--- src/design/ring_buffer_fenced_allocator_unit_assert.svh ---
// Assertion macros for the ring allocator.
`ifndef RING_BUFFER_FENCED_ALLOCATOR_UNIT_ASSERT_SVH
`define RING_BUFFER_FENCED_ALLOCATOR_UNIT_ASSERT_SVH

// Implication checked on every clock edge outside reset.
`define RBA_ASSERT_IMP(lbl, ante, cons) \
  lbl: assert property (@(posedge clk) disable iff (!rst_n) (ante) |-> (cons)) \
    else $error("rba check failed");

// Next-cycle implication.
`define RBA_ASSERT_NXT(lbl, ante, cons) \
  lbl: assert property (@(posedge clk) disable iff (!rst_n) (ante) |=> (cons)) \
    else $error("rba check failed");

`endif

--- src/design/rbfa_pkg.sv ---
package rbfa_pkg;

  localparam int REGION_SLOTS_DEF = 16;
  localparam int ADDR_BITS_DEF    = 24;
  localparam int COUNT_BITS_DEF   = $clog2(REGION_SLOTS_DEF + 1);

  localparam logic [2:0] ST_OK       = 3'd0;
  localparam logic [2:0] ST_NOTHING  = 3'd1;
  localparam logic [2:0] ST_INVALID  = 3'd2;
  localparam logic [2:0] ST_CAPACITY = 3'd3;
  localparam logic [2:0] ST_FULL     = 3'd4;

  localparam logic REQ_PUT  = 1'b0;
  localparam logic REQ_DONE = 1'b1;

  // byte addresses on the APB port
  localparam logic [2:0] CFG_INITIAL_SIZE   = 3'd0;
  localparam logic [2:0] CFG_SIZE_INCREMENT = 3'd4;

  typedef struct packed {
    logic                     req_type;
    logic [ADDR_BITS_DEF-1:0] data_size;
    logic [12:0]              alignment;
    logic [31:0]              completed_seq;
  } rbfa_in_t;

  typedef struct packed {
    logic [2:0]                status;
    logic [ADDR_BITS_DEF-1:0]  out_offset;
    logic                      grew;
    logic [ADDR_BITS_DEF-1:0]  buffer_bytes;
    logic [COUNT_BITS_DEF-1:0] regions_live;
  } rbfa_out_t;

endpackage

--- src/design/ring_buffer_fenced_allocator_unit.sv ---
// Fenced ring suballocator. Raise start with an item while busy is low; busy is
// high from the accepting edge until the result cycle ends, and out_valid pulses
// for one cycle with the single result item, which the receiver must take then
// (it cannot stall). A done item passes through S_DONE, then the result cycle
// S_OUT. A put first walks the trim loop through S_TRD and S_TCHK for each
// region popped from the front (one registered region store read, then the
// completion test), ends the walk in S_TRD on an empty queue or in S_TCHK on a
// live head, then reads the head and newest regions and tests the fit in
// S_HREAD, S_BREAD and S_FIT. A put that places data then runs the subtractor
// over ADDR_BITS + 2 = 26 quotient bits of restoring division (one quotient bit
// per cycle) to round the offset up to the alignment, then multiplies in S_MUL,
// places the region in S_PLACE and gives the result in S_OUT. A put refused
// before placement skips the divide and goes from S_FIT to S_OUT. The next item
// can be taken in the cycle after the result. Configuration writes via the APB
// port are taken only while idle; writing initial_size empties the queue and
// loads the buffer size.
module ring_buffer_fenced_allocator_unit
  import rbfa_pkg::*;
(
  input  logic      clk,
  input  logic      rst_n,
  input  logic      start,
  output logic      busy,
  input  rbfa_in_t  in_item,
  output logic      out_valid,
  output rbfa_out_t out_item,
  input  logic      cfg_psel,
  input  logic      cfg_penable,
  input  logic      cfg_pwrite,
  input  logic [2:0] cfg_paddr,
  input  logic [31:0] cfg_pwdata,
  output logic [31:0] cfg_prdata,
  output logic      cfg_pready
);

`include "ring_buffer_fenced_allocator_unit_assert.svh"

  localparam int REGION_SLOTS = REGION_SLOTS_DEF;
  localparam int ADDR_BITS    = ADDR_BITS_DEF;
  localparam int SW = $clog2(REGION_SLOTS);
  localparam int CW = COUNT_BITS_DEF;
  localparam int NW = ADDR_BITS + 2;        // need/offset width incl. carry
  localparam int QW = $clog2(NW + 1);
  localparam logic [NW-1:0] CAP = NW'((64'd1 << ADDR_BITS) - 64'd1);

  typedef enum logic [10:0] {
    S_IDLE  = 11'b00000000001,
    S_TRD   = 11'b00000000010, // issue head read
    S_TCHK  = 11'b00000000100, // test completion
    S_HREAD = 11'b00000001000, // read head start
    S_BREAD = 11'b00000010000, // read back region
    S_FIT   = 11'b00000100000,
    S_DIV   = 11'b00001000000,
    S_MUL   = 11'b00010000000,
    S_PLACE = 11'b00100000000,
    S_DONE  = 11'b01000000000,
    S_OUT   = 11'b10000000000
  } state_t;

  state_t state_r, state_nxt;

  // region store, one read port, registered read data
  logic [ADDR_BITS-1:0] mem_start [REGION_SLOTS];
  logic [NW-1:0]        mem_len   [REGION_SLOTS];
  logic [31:0]          mem_fence [REGION_SLOTS];
  logic [REGION_SLOTS-1:0] fenced_r;
  logic [SW-1:0]   rd_addr;
  logic [ADDR_BITS-1:0] rd_start_r;
  logic [NW-1:0]   rd_len_r;
  logic [31:0]     rd_fence_r;

  logic [SW-1:0] head_r, tail_r, back;
  logic [CW-1:0] count_r;
  logic [ADDR_BITS-1:0] cur_size_r, init_r, inc_r;
  logic pending_r;
  logic [31:0] fence_ctr_r;

  rbfa_in_t  req_r;
  rbfa_out_t res_r;
  logic [NW-1:0] need_r, at_r, off_r, head_start_r;
  logic [NW-1:0] div_rem_r, quo_r;
  logic [12:0]   align_r;
  logic [QW-1:0] bit_r;
  logic          grew_r;

  logic cfg_wr;
  assign cfg_wr     = cfg_psel && cfg_penable && cfg_pwrite && cfg_pready;
  assign cfg_pready = 1'b1;
  assign cfg_prdata = (cfg_paddr == CFG_SIZE_INCREMENT) ? 32'(inc_r) : 32'(init_r);

  function automatic logic [SW-1:0] nxt_slot(input logic [SW-1:0] i);
    return (32'(i) + 1 >= REGION_SLOTS) ? '0 : SW'(32'(i) + 1);
  endfunction

  assign back = (tail_r == '0) ? SW'(REGION_SLOTS - 1) : SW'(32'(tail_r) - 1);
  assign busy = (state_r != S_IDLE);

  always_comb begin
    rd_addr = head_r;
    if (state_r == S_HREAD) begin
      rd_addr = back;
    end
  end

  always_ff @(posedge clk) begin
    rd_start_r <= mem_start[rd_addr];
    rd_len_r   <= mem_len[rd_addr];
    rd_fence_r <= mem_fence[rd_addr];
    if (state_r == S_PLACE) begin
      mem_start[tail_r] <= head_start_r[ADDR_BITS-1:0];
      mem_len[tail_r]   <= need_r;
    end
    if (state_r == S_DONE && pending_r && count_r != '0) begin
      mem_fence[back] <= fence_ctr_r + 32'd1;
    end
  end

  // division subtractor, one restoring-division step per cycle
  logic [NW:0] sub_a, sub_b, diff;
  logic [31:0] seq_d;
  assign seq_d = req_r.completed_seq - rd_fence_r;
  always_comb begin
    sub_a = '0;
    sub_b = '0;
    if (state_r == S_DIV) begin
      sub_a = {div_rem_r, at_r[bit_r]} ;
      sub_b = {(NW-12)'(0), align_r};
    end
    diff = sub_a - sub_b;
  end

  logic [NW-1:0] tot, end_v, new_size, at_nxt;
  logic fit, fit_stop;
  always_comb begin
    tot   = NW'(cur_size_r);
    end_v = head_start_r;
    fit   = 1'b0;
    at_nxt = off_r;
    if (count_r == '0) begin
      fit = need_r <= tot;
      at_nxt = '0;
    end else if (end_v < off_r) begin
      if (off_r < tot && need_r < tot - off_r) begin
        fit = 1'b1;
      end else if (need_r < end_v) begin
        fit = 1'b1;
        at_nxt = '0;
      end
    end else begin
      fit = end_v >= off_r + need_r;
    end
    if (tot < need_r + NW'(inc_r)) begin
      new_size = need_r + NW'(inc_r);
    end else if (inc_r != '0) begin
      new_size = tot + NW'(inc_r);
    end else begin
      new_size = tot << 1;
    end
    // put refused before placement: straight to the result
    fit_stop = (req_r.data_size == '0) || (cur_size_r == '0) ||
               (fit ? (32'(count_r) >= REGION_SLOTS) : (new_size > CAP));
  end

  always_comb begin
    state_nxt = state_r;
    case (state_r)
      S_IDLE:  if (start) state_nxt = (in_item.req_type == REQ_DONE) ? S_DONE : S_TRD;
      S_TRD:   state_nxt = (count_r == '0) ? S_HREAD : S_TCHK;
      S_TCHK:  state_nxt = (fenced_r[head_r] && !seq_d[31]) ? S_TRD : S_HREAD;
      S_HREAD: state_nxt = S_BREAD;
      S_BREAD: state_nxt = S_FIT;
      S_FIT:   state_nxt = fit_stop ? S_OUT : S_DIV;
      S_DIV:   state_nxt = (bit_r == '0) ? S_MUL : S_DIV;
      S_MUL:   state_nxt = S_PLACE;
      S_PLACE: state_nxt = S_OUT;
      S_DONE:  state_nxt = S_OUT;
      S_OUT:   state_nxt = S_IDLE;
      default: state_nxt = S_IDLE;
    endcase
  end

  always_ff @(posedge clk) begin
    if (!rst_n) begin
      state_r <= S_IDLE;
      fenced_r <= '0;
      head_r <= '0; tail_r <= '0; count_r <= '0;
      cur_size_r <= '0; init_r <= '0; inc_r <= '0;
      pending_r <= 1'b0; fence_ctr_r <= '0;
    end else begin
      state_r <= state_nxt;
      if (cfg_wr && state_r == S_IDLE) begin
        if (cfg_paddr == CFG_INITIAL_SIZE) begin
          init_r <= cfg_pwdata[ADDR_BITS-1:0];
          cur_size_r <= cfg_pwdata[ADDR_BITS-1:0];
          head_r <= '0; tail_r <= '0; count_r <= '0;
          pending_r <= 1'b0;
        end else if (cfg_paddr == CFG_SIZE_INCREMENT) begin
          inc_r <= cfg_pwdata[ADDR_BITS-1:0];
        end
      end
      case (state_r)
        S_IDLE: if (start) begin
          req_r <= in_item;
          align_r <= (in_item.alignment == '0) ? 13'd1 : in_item.alignment;
          need_r <= NW'(in_item.data_size)
                  + NW'((in_item.alignment == '0) ? 13'd1 : in_item.alignment);
          grew_r <= 1'b0;
          res_r.status <= ST_NOTHING;
          res_r.out_offset <= '0;
        end
        S_TRD: if (count_r == '0) begin end
        S_TCHK: if (fenced_r[head_r] && !seq_d[31]) begin
          fenced_r[head_r] <= 1'b0;
          head_r <= nxt_slot(head_r);
          count_r <= count_r - CW'(1);
        end
        S_HREAD: begin
          pending_r <= 1'b0;
          head_start_r <= NW'(rd_start_r);
        end
        S_BREAD: off_r <= NW'(rd_start_r) + rd_len_r;
        S_FIT: begin
          bit_r <= QW'(NW - 1);
          div_rem_r <= '0;
          if (req_r.data_size == '0) begin
            res_r.status <= ST_NOTHING;
          end else if (cur_size_r == '0) begin
            res_r.status <= ST_INVALID;
          end else if (fit) begin
            if (32'(count_r) >= REGION_SLOTS) begin
              res_r.status <= ST_FULL;
            end else begin
              at_r <= at_nxt + NW'(align_r) - NW'(1);
              head_start_r <= at_nxt;
            end
          end else begin
            head_r <= '0; tail_r <= '0; count_r <= '0;
            if (new_size > CAP) begin
              res_r.status <= ST_CAPACITY;
            end else begin
              cur_size_r <= new_size[ADDR_BITS-1:0];
              grew_r <= 1'b1;
              at_r <= NW'(align_r) - NW'(1);
              head_start_r <= '0;
            end
          end
        end
        S_DIV: begin
          if (!diff[NW]) begin
            div_rem_r <= diff[NW-1:0];
            quo_r[bit_r] <= 1'b1;
          end else begin
            div_rem_r <= sub_a[NW-1:0];
            quo_r[bit_r] <= 1'b0;
          end
          if (bit_r != '0) bit_r <= bit_r - QW'(1);
        end
        S_MUL: off_r <= NW'(quo_r * NW'(align_r));
        S_PLACE: begin
          fenced_r[tail_r] <= 1'b0;
          tail_r <= nxt_slot(tail_r);
          count_r <= count_r + CW'(1);
          pending_r <= 1'b1;
          res_r.status <= ST_OK;
          res_r.out_offset <= off_r[ADDR_BITS-1:0];
        end
        S_DONE: begin
          if (pending_r && count_r != '0) begin
            fence_ctr_r <= fence_ctr_r + 32'd1;
            fenced_r[back] <= 1'b1;
            res_r.status <= ST_OK;
          end
          pending_r <= 1'b0;
        end
        default: begin end
      endcase
    end
  end

  always_comb begin
    out_valid = (state_r == S_OUT);
    out_item.status       = res_r.status;
    out_item.out_offset   = (res_r.status == ST_OK) ? res_r.out_offset : '0;
    out_item.grew         = grew_r && (res_r.status == ST_OK) && !req_r.req_type;
    out_item.buffer_bytes = cur_size_r;
    out_item.regions_live = count_r;
  end

  `RBA_ASSERT_IMP(a_count_range, 1'b1, 32'(count_r) <= REGION_SLOTS)
  `RBA_ASSERT_NXT(a_out_once, out_valid, !out_valid)
  `RBA_ASSERT_NXT(a_start_busy, start && !busy, busy)
  `RBA_ASSERT_IMP(a_grew_ok, out_valid && out_item.grew, out_item.status == ST_OK)

endmodule

--- config.mk ---
export PLATFORM = sky130hd
export DESIGN_NAME = ring_buffer_fenced_allocator_unit
export DESIGN_NICKNAME = d
export VERILOG_FILES = /design/src/design/rbfa_pkg.sv /design/src/design/ring_buffer_fenced_allocator_unit.sv
export VERILOG_INCLUDE_DIRS = /design/src /design/src/design
export SDC_FILE = /design/constraint.sdc
export NUM_CORES = 2
export LEC_CHECK = 0
export BUFFER_PORTS_ARGS = -buffer_cell sky130_fd_sc_hd__clkbuf_2
export CORE_MARGIN = 2
export CORE_UTILIZATION = 40
export DETAILED_ROUTE_END_ITERATION = 10
export PLACE_DENSITY = 0.61
export SETUP_SLACK_MARGIN = 0.1
export SYNTH_ARGS = -nofsm -noshare
export SYNTH_HDL_FRONTEND = slang
export SYNTH_SLANG_ARGS = --single-unit
--- constraint.sdc ---
create_clock -name clk -period 9.9 [get_ports clk]
set_input_delay 0 -clock clk [delete_from_list [all_inputs] [get_ports clk]]
set_output_delay 0 -clock clk [all_outputs]
set_load 0.01 [all_outputs]
## Yosys cells after proc, flatten, opt, wreduce, memory -nomap -nowiden

Memories as Yosys holds them, arrays and structs flattened. A register that Yosys moved wholly into a read port is not among the register bits.
Cells that the tools add are included.
W data, S select, Z words.

| word-level totals | value |
|---|---|
| bits in latches | 0 |
| bits in writable memories | 1,312 |
| memory bits (read-only) | 0 |
| output and inout port bits | 92 |
| memories | 3 |
| bits in registers | 404 |
| input bits | 111 |
| word-level logic and storage cells | 264 |

| operators by class | value |
|---|---|
| magnitude comparators | 19 |
| eq/ne operators | 27 |
| shift operators | 0 |
| bitwise gates (word level) | 11 |
| divide/modulo/power cells | 0 |
| multipliers | 1 |
| mux-type cells | 106 |
| reductions and logical operators | 55 |
| add/sub/neg operators | 18 |

Memory list:

| name | depth | width | read ports | clocked after Yosys merged registers in | wr ports | line | source |
|---|---|---|---|---|---|---|---|
| mem_fence | 16 | 32 | 1 | 1 | 1 | ring_buffer_fenced_allocator_unit.sv:65 | `logic [31:0] mem_fence [REGION_SLOTS];` |
| mem_len | 16 | 26 | 1 | 1 | 1 | ring_buffer_fenced_allocator_unit.sv:64 | `logic [NW-1:0] mem_len [REGION_SLOTS];` |
| mem_start | 16 | 24 | 1 | 1 | 1 | ring_buffer_fenced_allocator_unit.sv:63 | `logic [ADDR_BITS-1:0] mem_start [REGION_SLOTS];` |

Operators with widths:

| cell | count |
|---|---|
| $mux W26 | 15 |
| $mux W24 | 9 |
| $pmux W26 S2 | 3 |
| $pmux W11 S9 | 1 |
| $lt A26 B26 Y1 | 3 |
| $mux W4 | 17 |
| $ge A32 B5 Y1 const B | 2 |
| $mux W27 | 2 |
| $logic_not A24 Y1 | 2 |
| $pmux W16 S3 | 1 |
| $pmux W24 S2 | 1 |
| $mux W5 | 7 |
| $add A32 B1 Y32 const B | 1 |
| $and A16 B16 Y16 | 2 |
| $mux W16 | 2 |
| $not A16 Y16 | 2 |
| $sub A32 B32 Y32 | 1 |
| $sub A27 B27 Y27 | 1 |
| $add A24 B26 Y26 | 1 |
| $add A26 B13 Y26 | 1 |
| $add A26 B24 Y26 | 1 |
| $add A26 B26 Y26 | 1 |
| $and A26 B26 Y26 | 1 |
| $ge A26 B26 Y1 | 1 |
| 73 further kinds | 159 |

## Longest topological paths before layout

| logic depth | value |
|---|---|
| depth after elaboration | 11 |
| depth in mapped cells | 43 |

## Worst setup path before layout

No wires, ideal clock.

| path | value |
|---|---|
| path kind | register to register |
| from | register cur_size_r[0] |
| to | register at_r[23] (data pin) |
| setup time | 0.270 ns |
| cell stages (with the launch flop) | 44 |
| period minus slack after synthesis | 8.279 ns |
| slack | 1.621 ns |
| data arrival time | 8.009 ns |
| cells stage by stage | dfxtp_1 inv_1 ha_1 inv_1 fa_1 nand3_1 a21oi_1 or4b_1 a21o_1 o31a_1 a21o_1 a21oi_1 o21bai_1 a21oi_1 xor2_1 ha_1 nor2b_1 o21ai_0 [8 not listed] buf_1 nand2_1 ha_1 inv_1 ha_1 fa_1 a21o_1 a21oi_1 o21ai_0 a31oi_1 a21oi_1 a31oi_1 o211ai_1 a31oi_1 o21bai_1 a21oi_1 xor2_1 o21ai_0 |

| on the way | value |
|---|---|
| cells in the longest elaborated chain, start to end | 10 |
| elaborated cells on any way between the ends | 15 |

Ends and longest elaborated chain:

| element | line | source |
|---|---|---|
| start: declaration | ring_buffer_fenced_allocator_unit.sv:74 | `logic [ADDR_BITS-1:0] cur_size_r, init_r, inc_r;` |
| start signal: assignment | ring_buffer_fenced_allocator_unit.sv:194 | `cur_size_r <= cfg_pwdata[ADDR_BITS-1:0];` |
| start signal: assignment | ring_buffer_fenced_allocator_unit.sv:241 | `cur_size_r <= new_size[ADDR_BITS-1:0];` |
| $sub A24 B26 Y26 | ring_buffer_fenced_allocator_unit.sv:143 | `if (off_r < tot && need_r < tot - off_r) begin` |
| $lt A26 B26 Y1 | ring_buffer_fenced_allocator_unit.sv:143 |  |
| $logic_and A1 B1 Y1 | ring_buffer_fenced_allocator_unit.sv:143 |  |
| $mux W26 | ring_buffer_fenced_allocator_unit.sv:143 |  |
| $mux W26 | ring_buffer_fenced_allocator_unit.sv:142 | `end else if (end_v < off_r) begin` |
| $mux W26 | ring_buffer_fenced_allocator_unit.sv:139 | `if (count_r == '0) begin` |
| $add A26 B13 Y26 | ring_buffer_fenced_allocator_unit.sv:233 | `at_r <= at_nxt + NW'(align_r) - NW'(1);` |
| $sub A26 B1 Y26 | ring_buffer_fenced_allocator_unit.sv:233 |  |
| $mux W26 | ring_buffer_fenced_allocator_unit.sv:230 | `if (32'(count_r) >= REGION_SLOTS) begin` |
| $mux W26 (*) | ring_buffer_fenced_allocator_unit.sv:229 | `end else if (fit) begin` |
| end signal: assignment | ring_buffer_fenced_allocator_unit.sv:233 |  |
| end signal: assignment | ring_buffer_fenced_allocator_unit.sv:243 | `at_r <= NW'(align_r) - NW'(1);` |
| end: declaration | ring_buffer_fenced_allocator_unit.sv:80 | `logic [NW-1:0] need_r, at_r, off_r, head_start_r;` |

Mark *: on every way between the ends. The rest lies on a longest branch, timed or not. The select of a mux whose other input is x is not followed.
A chain may end at the register's enable or synchronous reset.

## Final worst setup path

| path | value |
|---|---|
| from | register off_r[1] |
| to | register at_r[23] (data pin) |

| on the way | value |
|---|---|
| cells in the longest elaborated chain, start to end | 10 |
| elaborated cells on any way between the ends | 18 |

Ends and longest elaborated chain:

| element | line | source |
|---|---|---|
| start: declaration | ring_buffer_fenced_allocator_unit.sv:80 |  |
| start signal: assignment | ring_buffer_fenced_allocator_unit.sv:221 | `S_BREAD: off_r <= NW'(rd_start_r) + rd_len_r;` |
| start signal: assignment | ring_buffer_fenced_allocator_unit.sv:258 | `S_MUL: off_r <= NW'(quo_r * NW'(align_r));` |
| $sub A24 B26 Y26 | ring_buffer_fenced_allocator_unit.sv:143 |  |
| $lt A26 B26 Y1 | ring_buffer_fenced_allocator_unit.sv:143 |  |
| $logic_and A1 B1 Y1 | ring_buffer_fenced_allocator_unit.sv:143 |  |
| $mux W26 | ring_buffer_fenced_allocator_unit.sv:143 |  |
| $mux W26 | ring_buffer_fenced_allocator_unit.sv:142 |  |
| $mux W26 | ring_buffer_fenced_allocator_unit.sv:139 |  |
| $add A26 B13 Y26 | ring_buffer_fenced_allocator_unit.sv:233 |  |
| $sub A26 B1 Y26 | ring_buffer_fenced_allocator_unit.sv:233 |  |
| $mux W26 | ring_buffer_fenced_allocator_unit.sv:230 |  |
| $mux W26 (*) | ring_buffer_fenced_allocator_unit.sv:229 |  |

Marked as above.

==> summary.txt <==
Status
  • Status: finished clean

Synth
  • Ranking of synthesized cells by area: edfxtp_1, nand2_1, ha_1
  • Ys async rst share: 0
  • Top cells by count, synth: nand2_1, edfxtp_1, ha_1
  • Synth Cell Area: 90400 sq um
  • Main synth FF type: edfxtp_1
  • Cells after synthesis: 8174
  • Cell taking the most area after synthesis: edfxtp_1
  • Netlist cell types: 83
  • Sequential area share after synthesis: 0.566
  • EDFF count, synth: 1554
  • Warnings from Yosys: 0
  • Synth top area share: 0.516
  • FF+latch count, synth: 1780
  • Syn_area_per_cell: around 11 sq um
  • Most frequent cell after synthesis: nand2_1

Timing
  • # setup viols final: 0
  • Worst Skew: 98.2 ps
  • Final slew viol count: 0
  • Final Hold Violating Endpoints: 0
  • Final setup TNS: 0 ps
  • Peak Freq: 110 MHz
  • Worst-Margin Slew: 1300 ps
  • Final hold slack: 69.8 ps
  • Fin crit share: 0.920
  • RSZ-0062 raised after global routing: false
  • Tmin final: 9110 ps
  • Slew HR: 0.132

Floorplan
  • Die H: 479 um
  • Core Area: 225000 sq um
  • Ports: 203
  • Full die area: roughly 230000 sq um
  • Die Wd: around 480 um
  • Initial core utilization: 0.402
  • Site Rows: 174

Routing
  • Via density: 5.65
  • Vias: between 60000 and 70000
  • Total routed wirelength: roughly 270 mm
  • Post-DRT Antenna Nets: 0
  • WL/cell: 23.3 um
  • TritonRoute pass-1 iters: 8
  • DR DRC count: 0
  • Initial drt markers: 6556

Final layout
  • FF+latch area: 51200 sq um
  • Nets: 9175
  • Area of the multi-input gates: 36300 sq um
  • Filler instances: 20400
  • Synth-to-layout area growth: 14.3%
  • Final Instance Area: 103000 sq um
  • Layout cell share with drive strength beyond 1: 0.0891

Min path
  • Path type of the worst min-delay path: in -> reg

Run
  • Max-Cap Viols: 0

Power and ir drop
  • Worst IR Drop VDD: 544 uV
  • Pwr/cell area: 195 nW/um^2
  • Static leakage: 39.6 nW

Clock tree
  • CTS Buf Count: 190
  • CTS Buffer Depth: 3
  • CTS Sinks: 1780
  • H-tree depth: 4
  • Skew-Pair Late Insertion Delay: 880 ps
  • CTS tree: done
  • Root Buffer: clkbuf_16
  • Clock transition at path regs: 60 ps

Place
  • Cell Area, Placed: 94800 sq um
  • Final RePlAce weighted congestion: 0.946
  • Port Buffers: approximately 190
  • Post-DP HPWL: 167 mm

Setup path
  • Crit path top cell by count: a21oi_1
  • Crit path buffers/inverters: 3
  • Worst setup EP type: flop
  • Worst path arrival time: 9650 ps
  • CP top delay family: compound AO/OA/AOI/OAI gates
  • Critical path type: reg -> reg
  • CP max stage delay: around 530 ps
  • Crit path required time: 10450 ps
  • Maximum fanout along the worst path: 9
  • CP max stage cell: edfxtp_1
  • Crit path launch type: flop

Global routing
  • Largest net degree at the start of global routing: 178
  • Vias in the first global route: 63900
  • First-pass GRT wire length: around 400 mm
  • Congestion Overflow GR: 0
  • Initial antenna violation count: 11
  • GRT Total Usage: 0.230
==> final timing paths <==
| check | start | to | slack (ps) | cells after the start |
|---|---|---|---|---|
| setup / recovery | off_r[1] | at_r[23] | 790 | 37 |
| hold / removal | in_item[65] | need_r[20] | 70 | 3 |
| hold reg to reg | init_r[17] | init_r[17] | 450 | 2 |
| setup reg to reg | off_r[1] | at_r[23] | 790 | 37 |
==> registers in the layout, summed over array words and instances (netlist names), 25 cells and up, named ones only <==
signal	flops
mem_start	384
at_r	26
off_r	26
rd_len_r	25
mem_len	400
need_r	25
rd_fence_r	32
end_v	26
div_rem_r	26
fence_ctr_r	32
mem_fence	512
req_r	57
==> stage by stage <==
stage | total power, mW | utilization | cells | setup WS [ps]
after detailed placement | 12.9 | 0.422 | 11000 | 985
after CTS | 20.3 | 0.460 | 11600 | 891
after global routing | 21.1 | 0.460 | 11600 | 142
after global placement | 12.8 | 0.422 | 11000 | 986
final | 20.2 | 0.460 | 11600 | 792
after floorplan | 11.6 | - | 8181 | 1620
==> layer usage <==
| layer | wire (um) | share of wire | GRT usage | vias to the layer above |
|---|---|---|---|---|
| met5 | 42 | 0.00016 | 0 | - |
| met4 | 10000 | 0.037 | 0.0822 | 6 |
| met3 | 21500 | 0.080 | 0.0397 | 455 |
| met2 | 122000 | 0.45 | 0.359 | 2604 |
| met1 | 117000 | 0.43 | 0.322 | 32700 |
| li1 | - | - | - | 29800 |
==> area by class of cell <==
type	count	area share
multi-input cells	5537	0.351
repair buffers	523	0.0390
well taps	2992	0.0362
clock inverters	101	0.0120
inverters	407	0.0148
clock buffers	261	0.0515
diodes	3	0.0000726
flip-flops and latches	1780	0.495
==> cells by family (layout without fill, tap and decap cells) <==
logic type / count (synthesis) / in the layout / share of synthesized area
flip-flops: 1780 / 1780 / 0.566
buffers and inverters: 864 / 1292 / 0.0367
other: 2 / 12 / 0.0000831
multiplexers: 65 / 65 / 0.00911
XOR/XNOR: 270 / 270 / 0.0262
AO/OA/AOI/OAI: 1377 / 1377 / 0.102
AND/OR/NAND/NOR: 3191 / 3191 / 0.157
adder cells (fa/ha/maj): 625 / 625 / 0.103
==> where the power goes <==
part	switching, mW	total, mW	internal (mW)
Combinational	2.74	4.62	1.89
Sequential	0.0385	8.19	8.15
Clock	3.15	7.36	4.22
==> layout by cell type (no fill, tap or decap), types with 193 or more instances in the layout <==
cell           count
dlygate4sd3_1    195
edfxtp_1        1554
fa_1             199
o21ai_0          196
and3_1           273
inv_1            406
a21oi_1          354
nand3_1          234
nand2_1         1834
nor2_1           326
clkbuf_16        193
dfxtp_1          225
ha_1             426
==> worst register-to-register path, delay by kind of cell, from the launching register on <==
family / cells / cell delay (ps)
adders and majority gates: 5 / 1520
AOI/OAI and AO/OA: 23 / 5240
and+or+nand+nor: 4 / 780
buffers and inverters: 3 / 420
DFF: 1 / 530
xor gates and xnor gates: 2 / 340
==> repair_timing <==
item	4_1_cts	5_1_grt
setup endpoints to repair	0	1
hold buffers	195	0
hold endpoints to repair	231	0
resized for setup	0	1
setup buffers	0	0
(Power assumes the default switching activity.)
